[config.mk]
export PLATFORM = sky130hd
export DESIGN_NAME = uvs_divider
export DESIGN_NICKNAME = d
export VERILOG_FILES = /design/src/design/uvs_divider.sv
export SDC_FILE = /design/constraint.sdc
export NUM_CORES = 1
export LEC_CHECK = 0
export ABC_CLOCK_PERIOD_IN_PS = 6000
export BUFFER_PORTS_ARGS = -buffer_cell sky130_fd_sc_hd__buf_4
export CAP_MARGIN = 20
export CORE_MARGIN = 4
export CORE_UTILIZATION = 55
export CTS_CLUSTER_DIAMETER = 60
export DETAILED_ROUTE_END_ITERATION = 7
export GPL_TIMING_DRIVEN = 0
export MAX_ROUTING_LAYER = met4
export PLACE_DENSITY = 0.69
export SLEW_MARGIN = 20
export SYNTH_ARGS = -nofsm -noshare
export SYNTH_HDL_FRONTEND = slang
export SYNTH_SLANG_ARGS = --single-unit
[constraint.sdc]
create_clock -name clk -period 6 [get_ports clk]
set_input_delay 0.6 -clock clk [delete_from_list [all_inputs] [get_ports clk]]
set_output_delay 0.6 -clock clk [all_outputs]
set_load 0.01 [all_outputs]
[src/design/uvs_divider.sv]
// Pipelined restoring division: quotient of num by den, one bit per stage.
// Every stage advances only while en is high.
module uvs_divider #(
	parameter int NW = 27,
	parameter int DW = 17,
	parameter int QW = 15
) (
	input  logic clk,
	input  logic en,
	input  logic [NW-1:0] num,
	input  logic [DW-1:0] den,
	output logic [QW-1:0] quo
);
	logic [NW-1:0]  n_s [1:QW-1];
	logic [DW-1:0]  d_s [1:QW-1];
	logic [DW:0]    rem_s [1:QW-1];
	logic [QW-1:0]  q_s [1:QW];

	// quotient bit QW-1-i decided at stage i; top num bits are known to give zero quotient
	for (genvar i = 0; i < QW; i++) begin : g_div
		logic [NW-1:0] n_in;
		logic [DW-1:0] d_in;
		logic [QW-1:0] q_in;
		logic [DW:0]   pre;
		logic [DW+1:0] trial;
		if (i == 0) begin : g_head
			assign n_in = num;
			assign d_in = den;
			assign q_in = '0;
			assign pre = (DW+1)'(num >> QW);
		end else begin : g_body
			assign n_in = n_s[i];
			assign d_in = d_s[i];
			assign q_in = q_s[i];
			assign pre = rem_s[i];
		end
		assign trial = {pre, n_in[QW-1-i]} - {2'b00, d_in};
		always_ff @(posedge clk) begin
			if (en) begin
				if (!trial[DW+1])
					q_s[i+1] <= q_in | (QW'(1) << (QW-1-i));
				else
					q_s[i+1] <= q_in;
			end
		end
		// operands and partial remainder move on to the next bit
		if (i < QW-1) begin : g_pass
			always_ff @(posedge clk) begin
				if (en) begin
					n_s[i+1] <= n_in;
					d_s[i+1] <= d_in;
					if (!trial[DW+1])
						rem_s[i+1] <= trial[DW:0];
					else
						rem_s[i+1] <= (DW+1)'({pre, n_in[QW-1-i]});
				end
			end
		end
	end

	assign quo = q_s[QW];
endmodule

==> results of run 1 <==
## Yosys cell counts, types with 33 or more instances
cell / count
a21oi_1: 195
nand2b_1: 34
nand2_1: 156
clkbuf_1: 58
o21a_1: 41
o21ai_0: 57
nor2b_1: 34
edfxtp_1: 715
mux2_1: 82
ha_1: 250
o21ai_1: 96
a21o_1: 95
nor2_1: 170
nor3_1: 41
xor2_1: 68
inv_1: 307
nand3_1: 33
a31oi_1: 34
xnor2_1: 133
## cells in the final DEF (no fill, tap or decap), drive strengths merged, types with 68 or more instances in the layout
cell | netlist | routed
buf | 12 | 81
a21o | 95 | 95
nand2 | 156 | 156
nor2 | 171 | 171
xor2 | 68 | 68
ha | 250 | 250
clkbuf | 58 | 153
a21oi | 195 | 195
xnor2 | 133 | 133
mux2 | 103 | 103
edfxtp | 715 | 715
inv | 312 | 317
o21ai | 157 | 157
## routing by layer
metal  up-vias  routed length (µm)  part of all wire  global-route usage
met3       196                3310             0.043              0.0319
met4         0                2390             0.031              0.0725
met5         -                   0                 0                   -
met2       639               39000              0.51               0.384
met1     11163               31600              0.41               0.272
li1      11025                   -                 -                   -
## where the power goes
group	internal, W	switching, W
clock	0.00289	0.00193
combinational	0.00343	0.00441
sequential	0.00710	0.000645
## through the flow
| step | total power [W] | TNS (ns) |
|---|---|---|
| after floorplan | 0.0135 | 0 |
| after global placement | 0.0152 | -462.81 |
| after detailed placement | 0.0155 | 0 |
| after CTS | 0.0205 | 0 |
| after global routing | 0.0217 | 0 |
| final | 0.0204 | 0 |
## cells by family after synthesis
group / count (synthesis) / share of synthesized area
compound gates: 672 / 0.118
xor+xnor: 201 / 0.0484
fa+ha+maj: 264 / 0.0937
buf+inv: 382 / 0.0398
flops: 715 / 0.590
mux: 120 / 0.0366
simple gates: 564 / 0.0731
## registers in the layout, indices dropped and copies added (netlist names)
| register | cells |
|---|---|
| d_s | 238 |
| n_s | 105 |
| q_s | 120 |
| rem_s | 252 |
## worst max-delay path: stages, from the launching register on
cell and delay [ns]:
edfxtp_1 0.35, inv_1 0.10, ha_1 0.25, fa_1 0.44
nor2b_1 0.15, o21a_1 0.15, o21ai_1 0.09, a21oi_1 0.35
a221oi_1 0.25, o31ai_1 0.50, nor3_1 0.12, o21ai_2 0.52
buf_2 0.42, mux2_1 0.37
## layout make-up
class | instances | area share
inverter | 312 | 0.0288
clock inverter | 45 | 0.0129
multi-input combinational | 1821 | 0.330
sequential | 715 | 0.527
buffer | 70 | 0.00713
clock buffer | 95 | 0.0506
timing repair buffer | 69 | 0.0161
tap | 864 | 0.0266
## worst max path at each step
stage                                     end  slack [ns]  cells past startpoint
CTS                   rem_s[0][210]$_DFFE_PP_        1.73                     13
finish                rem_s[0][232]$_DFFE_PP_        1.66                     13
global placement    q_s[1][105]$_SDFFCE_PN1P_       -1.32                      5
floorplan             rem_s[0][259]$_DFFE_PP_        2.44                     10
detailed placement    rem_s[0][251]$_DFFE_PP_        1.53                      7
global route          rem_s[0][230]$_DFFE_PP_        1.46                     13
==> flow_summary.toml, run 1 <==
[status]
run_status = "finished clean"

[critical_path]
crit_path_start = "n_s[2][84]$_DFFE_PP_"
worstPathMaxFanout = 10
timing.critical_path.from_type = "register"
reg2reg_from = "n_s[2][84]$_DFFE_PP_"
ff2ff_path_depth = 13
cp_data_required_time_ns = 6.35
worst_ep_arrival_time_ns = 4.68
crit-reg2reg-capture = "rem_s[0][232]$_DFFE_PP_"
setup.worst_path.class = "reg2reg"
reg2reg_slack_ns = 1.66
setup.worst_path.end_class = "register"

[finish]
multi_input_area_um2 = 13400
flow.area_growth_from_synthesis_pct = 11.9
seq_area_um2 = 21500
nets = 3377
final_layout_size_suffix_gt1_frac = 0.0777
diodes = 0
stdcell_area_um2 = 40700
final_core_area_utilization = 0.620
fillers = 5066
layoutNonFillerInstCount = 3991

[synth]
mappedNetlistArea_um2 = 36400
synthesis.yosys.warnings = 0
synthTopCellsByArea = "edfxtp_1, ha_1, xnor2_1"
synth_nets = 3228
yosysTopAreaCellShare = 0.590
netlist-cell-type-count = 72
netlist_instances = 2918
synth_flop_cell = "edfxtp_1"
synth_edf_count = 715
yosys_register_bits = 715
async_reset_ff_frac = 0
synth_largest_area_cell = "edfxtp_1"
yosysSeqAreaShare = 0.590
synthesis.area_per_instance_um2 = 12.5

[clocking]
cts.root.buffer_cell = "clkbuf_16"
ctsResizeCount = 0
insertion_delay_of_the_later_clocked_pin_in_the_worst_skew_pair_ns = 0.62
cts_buffers = 78
cts.htree.levels = 3
clock_sinks = 715
postCtsHoldBufs = 0
cts.clk_slew.worst_paths_ns = 0.06
post_cts_buffers = 0
ctsLongestPathBuffers = 3
cts_tree = "built"

[sta]
max_freq_ghz = 0.231
rsz_0062_raised_after_global_routing = "false"
timing.final.max_slew_violations = 0
finalHoldWorstSlack_ns = 0.157
tightest_slew_ns = 0.997
postLayoutSetupSlackWorst_ns = 1.66
setup_viol = 0
layout_min_cycle_time_ns = 4.34
layout_worst_path_cycle_share = 0.723
final-hold-violation-count = 0
max_slew_margin = 0.318
finalClockSkew_ns = 0.0261

[placed_design]
detailedPlace.worstSlack_ns = 1.53
placed_cells = 3851
place.detailed.hpwl_mm = 56.3
gp_congestion = 0.975
port_buffers = 60
place_area_um2 = 38100

[die]
die_area_um2 = 70300
initial_core_util = 0.554
num_rows = 94
core_area_um2 = 65600
die-width_um = 265
die_h_um = 265
top_level_pins = 61

[worst_hold_path]
holdCritPathClass = "in2reg"
worst_hold_path.num_cells = 1
worstHoldStart = "num[13]"
hold-path-endpoint = "n_s[0][40]$_DFFE_PP_"

[routing]
drtPass1Iterations = 6
route.antenna.remaining_nets = 0
final_wirelength_mm = 76.3
vias_per_cell = 5.77
drt_iter0_markers = 1639
drc = 0
drt-wirelength-per-cell_um = 19.1
vias = 23023

[power]
p_leak_nw = 16.4
peakVddDrop_mv = 0.251
power.density_nw_per_um2 = 501

[global_route]
grt_antenna_before_repair = 0
global_route.usage.total = 0.223
global_route_wire_length_before_repair_mm = 122
grt_max_degree = 95
first_global_vias = 23303
grt-ovfl-total = 0

[run]
maxCapViolCount = 0
Note: power is estimated with default switching activity, not from simulation.
==> run 2, diff against run 1 <==
Settings changed: ABC_CLOCK_PERIOD_IN_PS 6000 to 4240.
Clock period 6 ns to 4.24 ns, I/O delays scaled along.
==> run 2 against run 1 <==
  * Sequential power is 42% higher
  * Final area is 0.91% higher
  * Combinational power is 43% higher
  * Clock power is 42% higher
  * Largest cell class unchanged
==> flow_summary.toml, run 2 (synthesized netlist as in run 1, its figures left out) <==
[status]
run_status = "finished clean"

[sta]
finalClockSkew_ns = 0.0270
fin_setup_tns_ns = 0
max_freq_ghz = 0.244
rsz_0062_raised_after_global_routing = "false"
layout_min_cycle_time_ns = 4.10
tightest_slew_ns = 1.19
final-hold-violation-count = 0
layout_worst_path_cycle_share = 0.966
timing.final.max_slew_violations = 0
setup_viol = 0
max_slew_margin = 0.209

[die]
top_level_pins = 61
die-width_um = 265
die_h_um = 265
initial_core_util = 0.554
num_rows = 94
core_area_um2 = 65600
die_area_um2 = 70300

[finish]
layout.cells.most_common = "edfxtp_1"
flow.area_growth_from_synthesis_pct = 12.9
fillers = 5031
final_layout_size_suffix_gt1_frac = 0.0799
top_flop_regs = "rem_s (252), d_s (238), q_s (120)"
registers.top_by_ff_count = "rem_s"
diodes = 0
final_cell_mix = "edfxtp_1, inv_1, ha_1"
nets = 3404
largest_reg_flops = 252

[global_route]
first_global_vias = 23445
global_route_wire_length_before_repair_mm = 123
grt-ovfl-total = 0
grt_max_degree = 95
global_route.usage.total = 0.224
grt_antenna_before_repair = 0

[clocking]
cts.htree.levels = 3
cts_buffers = 78
clock_sinks = 715
cts_tree = "built"
cts.clk_slew.worst_paths_ns = 0.06
post_cts_buffers = 0
ctsLongestPathBuffers = 3
insertion_delay_of_the_later_clocked_pin_in_the_worst_skew_pair_ns = 0.62
cts.root.buffer_cell = "clkbuf_16"

[critical_path]
timing.critical_path.from_type = "register"
reg2reg_slack_ns = 0.14
endpoint = "rem_s[0][259]$_DFFE_PP_"
setup.worst_path.class = "reg2reg"
cp_data_required_time_ns = 4.58
reg2reg_from = "rem_s[0][235]$_DFFE_PP_"
crit-reg2reg-capture = "rem_s[0][259]$_DFFE_PP_"
worst_ep_arrival_time_ns = 4.44
crit_path_start = "rem_s[0][235]$_DFFE_PP_"
worstPathMaxFanout = 10
setup.worst_path.end_class = "register"
ff2ff_path_depth = 10

[placed_design]
port_buffers = 60
gp_congestion = 0.975
place.detailed.hpwl_mm = 56.3

[power]
power.density_nw_per_um2 = 706
p_leak_nw = 16.5
peakVddDrop_mv = 0.361
power.total_w = 0.0290

[routing]
vias_per_cell = 5.74
drtPass1Iterations = 6
route.antenna.remaining_nets = 0
drc = 0
final_wirelength_mm = 76.7
drt_iter0_markers = 1786
vias = 23052
drt-wirelength-per-cell_um = 19.1

[run]
maxCapViolCount = 0

[worst_hold_path]
holdCritPathClass = "in2reg"
==> run 2: cell types whose count changed in the layout (fill, tap and decap cells not counted), sizes merged <==
cell	previous run	this run
buf	81	80
dlygate4sd3	0	28
==> run 2: layout make-up <==
| type | instances | area [µm²] | area share |
|---|---|---|---|
| buffer | 69 | 290 | 0.00707 |
| sequential | 715 | 21500 | 0.523 |
| tap | 864 | 1080 | 0.0263 |
| clock inverter | 45 | 527 | 0.0128 |
| clock buffer | 95 | 2060 | 0.0501 |
| inverter | 312 | 1170 | 0.0285 |
| multi-input combinational | 1821 | 13500 | 0.330 |
| timing repair buffer | 97 | 937 | 0.0228 |
==> run 2: worst min-delay path by stage <==
stage / start / end / cells after the start
6_report: den[15] / d_s[0][32]$_DFFE_PP_ / 1
5_1_grt: den[14] / d_s[0][31]$_DFFE_PP_ / 1
4_1_cts: den[15] / d_s[0][32]$_DFFE_PP_ / 1
3_5_place_dp: n_s[1][60]$_DFFE_PP_ / n_s[1][87]$_DFFE_PP_ / 0
3_3_place_gp: n_s[0][63]$_DFFE_PP_ / n_s[0][90]$_DFFE_PP_ / 0
2_1_floorplan: n_s[0][27]$_DFFE_PP_ / n_s[0][54]$_DFFE_PP_ / 0
==> run 2: timing repair <==
| action | CTS | global route |
|---|---|---|
| hold buffers | 28 | 0 |
| setup endpoints to repair | 13 | 49 |
| resized for setup | 3 | 13 |
| endpoints found under the hold margin | 28 | 0 |
==> run 2: worst max-delay path, cell delays in order, from the launching register on <==
cell      delay, ns
edfxtp_1       0.41
ha_1           0.36
nor2b_1        0.17
o31a_1         0.27
o41a_1         0.35
o41a_1         0.39
a221o_1        0.36
a31oi_1        0.33
mux2i_4        0.46
buf_2          0.35
mux2_1         0.37
==> run 2: per-stage QoR <==
step / utilization / hold slack (ns) / setup WS, ns / area (µm²) / cells
3_3_place_gp: 0.577 / 0.401 / -2.90 / 37900 / 3842
4_1_cts: 0.625 / 0.00970 / 0.00499 / 41000 / 4019
3_5_place_dp: 0.581 / 0.405 / -0.0509 / 38100 / 3851
6_report: 0.626 / 0.0509 / 0.142 / 41100 / 4018
2_1_floorplan: - / 0.400 / 0.678 / 36400 / 2918
5_1_grt: 0.626 / 0.0148 / 0.00188 / 41100 / 4018
==> run 2: per-layer routing <==
metal	vias to the layer above	wire length (µm)	share of wire	GRT usage
met5	-	0	0	-
met4	0	2500	0.033	0.0725
met3	199	3100	0.040	0.0318
met2	603	39300	0.51	0.387
met1	11170	31800	0.41	0.274
li1	11080	-	-	-
==> run 2: report_power, final <==
| part | internal (W) | total [W] | switching (W) | leakage [nW] |
|---|---|---|---|---|
| sequential | 0.0100 | 0.0110 | 0.000914 | 6.97 |
| clock | 0.00409 | 0.00683 | 0.00274 | 1.24 |
| combinational | 0.00491 | 0.0112 | 0.00631 | 8.32 |
==> run 3, diff against run 2 <==
Settings changed: CORE_MARGIN 4 to unset.
==> run 3 against run 2 <==
  * Clock skew decreased by 0.016 ns
  * Utilization increased by 0.55 points
  * First-iteration DRC count fell by 11%
  * Register-to-register slack improved by 0.06 ns
  * Largest power group unchanged
  * Highest routed layer unchanged
==> flow_summary.toml, run 3 (synthesized netlist as in run 1, its figures left out) <==
[critical_path]
crit-reg2reg-capture = "rem_s[0][259]$_DFFE_PP_"
timing.critical_path.cells = "inv_1 > ha_1 > fa_1 > nor2b_1 > o31a_1 > o41a_1 > o41a_1 > a221o_1 > a31oi_1 > mux2i_4 > buf_2 > mux2_1"
timing.critical_path.from_type = "register"
worst_path_max_delay_cell = "mux2i_4"
setup.worst_path.class = "reg2reg"
reg2reg_slack_ns = 0.20
slowest_delay_ns = 0.43
cp_data_required_time_ns = 4.59
worst_ep_arrival_time_ns = 4.39
worstPathMaxFanout = 10
path_common_cell = "o41a_1"
setup.worst_path.end_class = "register"
ff2ff_path_depth = 12
reg2reg_from = "n_s[3][28]$_DFFE_PP_"
cpLargestDelayFamily = "compound AO/OA/AOI/OAI gates"
critical_path_buf_inv_count = 2

[die]
die_area_um2 = 67200
top_level_pins = 61
die_h_um = 259
num_rows = 93
die-width_um = 259
initial_core_util = 0.560
core_area_um2 = 64900

[global_route]
grt_util_met2 = 0.394
global_route_wire_length_before_repair_mm = 120
grt_max_degree = 103
global_route.usage.total = 0.235
grt-ovfl-total = 0
first_global_vias = 22933
global_route.usage.met1 = 0.296
grtUsageMet3 = 0.0310
grt_antenna_before_repair = 0
top_usage_layer = "met2"

[finish]
final_core_area_utilization = 0.631
nets = 3405
flow.area_growth_from_synthesis_pct = 12.7
final_layout_size_suffix_gt1_frac = 0.0802
largest_reg_flops = 252
stdcell_area_um2 = 41000
registers.top_by_ff_count = "rem_s"
layoutNonFillerInstCount = 4009
diodes = 0
fillers = 4996
final_cell_mix = "edfxtp_1, inv_1, ha_1"
layout.cells.most_common = "edfxtp_1"
top_flop_regs = "rem_s (252), d_s (238), q_s (120)"

[sta]
timing.final.max_slew_violations = 0
layout_worst_path_cycle_share = 0.953
postLayoutSetupSlackWorst_ns = 0.201
rsz_0062_raised_after_global_routing = "false"
setup_viol = 0
final-hold-violation-count = 0
finalClockSkew_ns = 0.0109
layout_min_cycle_time_ns = 4.04
tightest_slew_ns = 1.12
max_freq_ghz = 0.248
max_slew_margin = 0.250

[placed_design]
placed_cells = 3840
port_buffers = 60
gp_congestion = 0.930
detailedPlace.worstSlack_ns = -0.0840
place.detailed.hpwl_mm = 55.6
place_area_um2 = 38100

[clocking]
cts.clk_slew.worst_paths_ns = 0.06
cts_buffers = 79
clock_sinks = 715
cts.htree.levels = 3
cts.root.buffer_cell = "clkbuf_16"
cts_tree = "built"
ctsLongestPathBuffers = 3
insertion_delay_of_the_later_clocked_pin_in_the_worst_skew_pair_ns = 0.61

[routing]
vias_per_cell = 5.71
drtPass1Iterations = 5
route.antenna.remaining_nets = 0
vias = 22872
final_wirelength_mm = 75.2
drt_iter0_markers = 1594
drt-wirelength-per-cell_um = 18.8
drc = 0

[power]
power.total_w = 0.0289
power.density_nw_per_um2 = 704
p_leak_nw = 16.5
peakVddDrop_mv = 0.387

[status]
run_status = "finished clean"

[worst_hold_path]
holdCritPathClass = "in2reg"
worst_hold_path.num_cells = 1
worstHoldStart = "den[15]"
hold-path-endpoint = "d_s[0][32]$_DFFE_PP_"

[run]
maxCapViolCount = 0
[run 3: stage by stage]
step           hold slack, ns  setup TNS (ns)
2_1_floorplan           0.400               0
5_1_grt                0.0122               0
3_3_place_gp            0.400        -1500.33
4_1_cts               0.00356               0
6_report               0.0416               0
3_5_place_dp            0.405           -1.25
[run 3: report_power, final]
part | leakage, nW | internal (W) | switching, W
logic | 8.33 | 0.00490 | 0.00631
registers | 6.97 | 0.0100 | 0.000887
clock network | 1.22 | 0.00404 | 0.00269
total | 16.5 | 0.0190 | 0.00988
[run 3: final cells by class]
cell class              instances  area, µm²  area share
inverters                     312       1170      0.0286
well taps                     855       1070      0.0261
clock inverters                43        455      0.0111
flip-flops and latches        715      21500       0.524
repair buffers                 96        918      0.0224
plain buffers                  70        298     0.00726
clock buffers                  97       2090      0.0509
multi-input cells            1821      13500       0.330
[run 3: worst max path at each step]
stage / slack, ns / from / depth (start not counted) / to
CTS: 0.004 / n_s[3][28]$_DFFE_PP_ / 12 / rem_s[0][259]$_DFFE_PP_
finish: 0.20 / n_s[3][28]$_DFFE_PP_ / 12 / rem_s[0][259]$_DFFE_PP_
global placement: -3.26 / en / 6 / rem_s[0][215]$_DFFE_PP_
floorplan: 0.68 / rem_s[0][235]$_DFFE_PP_ / 10 / rem_s[0][259]$_DFFE_PP_
detailed placement: -0.08 / en / 8 / rem_s[0][80]$_DFFE_PP_
global route: 0.0004 / n_s[2][6]$_DFFE_PP_ / 13 / rem_s[0][173]$_DFFE_PP_
[run 3: what timing repair did]
action | CTS | global route
gates resized for setup | 0 | 17
hold buffers | 29 | 0
buffers inserted | 0 | 0
endpoints found under the setup margin | 0 | 59
endpoints found under the hold margin | 29 | 0
[run 3: per-layer routing]
layer / wire length, µm / share of wire
met2: 37600 / 0.50
met1: 32500 / 0.43
met3: 3010 / 0.040
met4: 2070 / 0.028
met5: 0 / 0
[run 3: worst register-to-register path, stage by stage (launching register included)]
cell,delay (ns)
edfxtp_1,0.35
inv_1,0.08
ha_1,0.20
fa_1,0.24
nor2b_1,0.08
o31a_1,0.28
o41a_1,0.35
o41a_1,0.40
a221o_1,0.35
a31oi_1,0.31
mux2i_4,0.43
buf_2,0.35
mux2_1,0.37
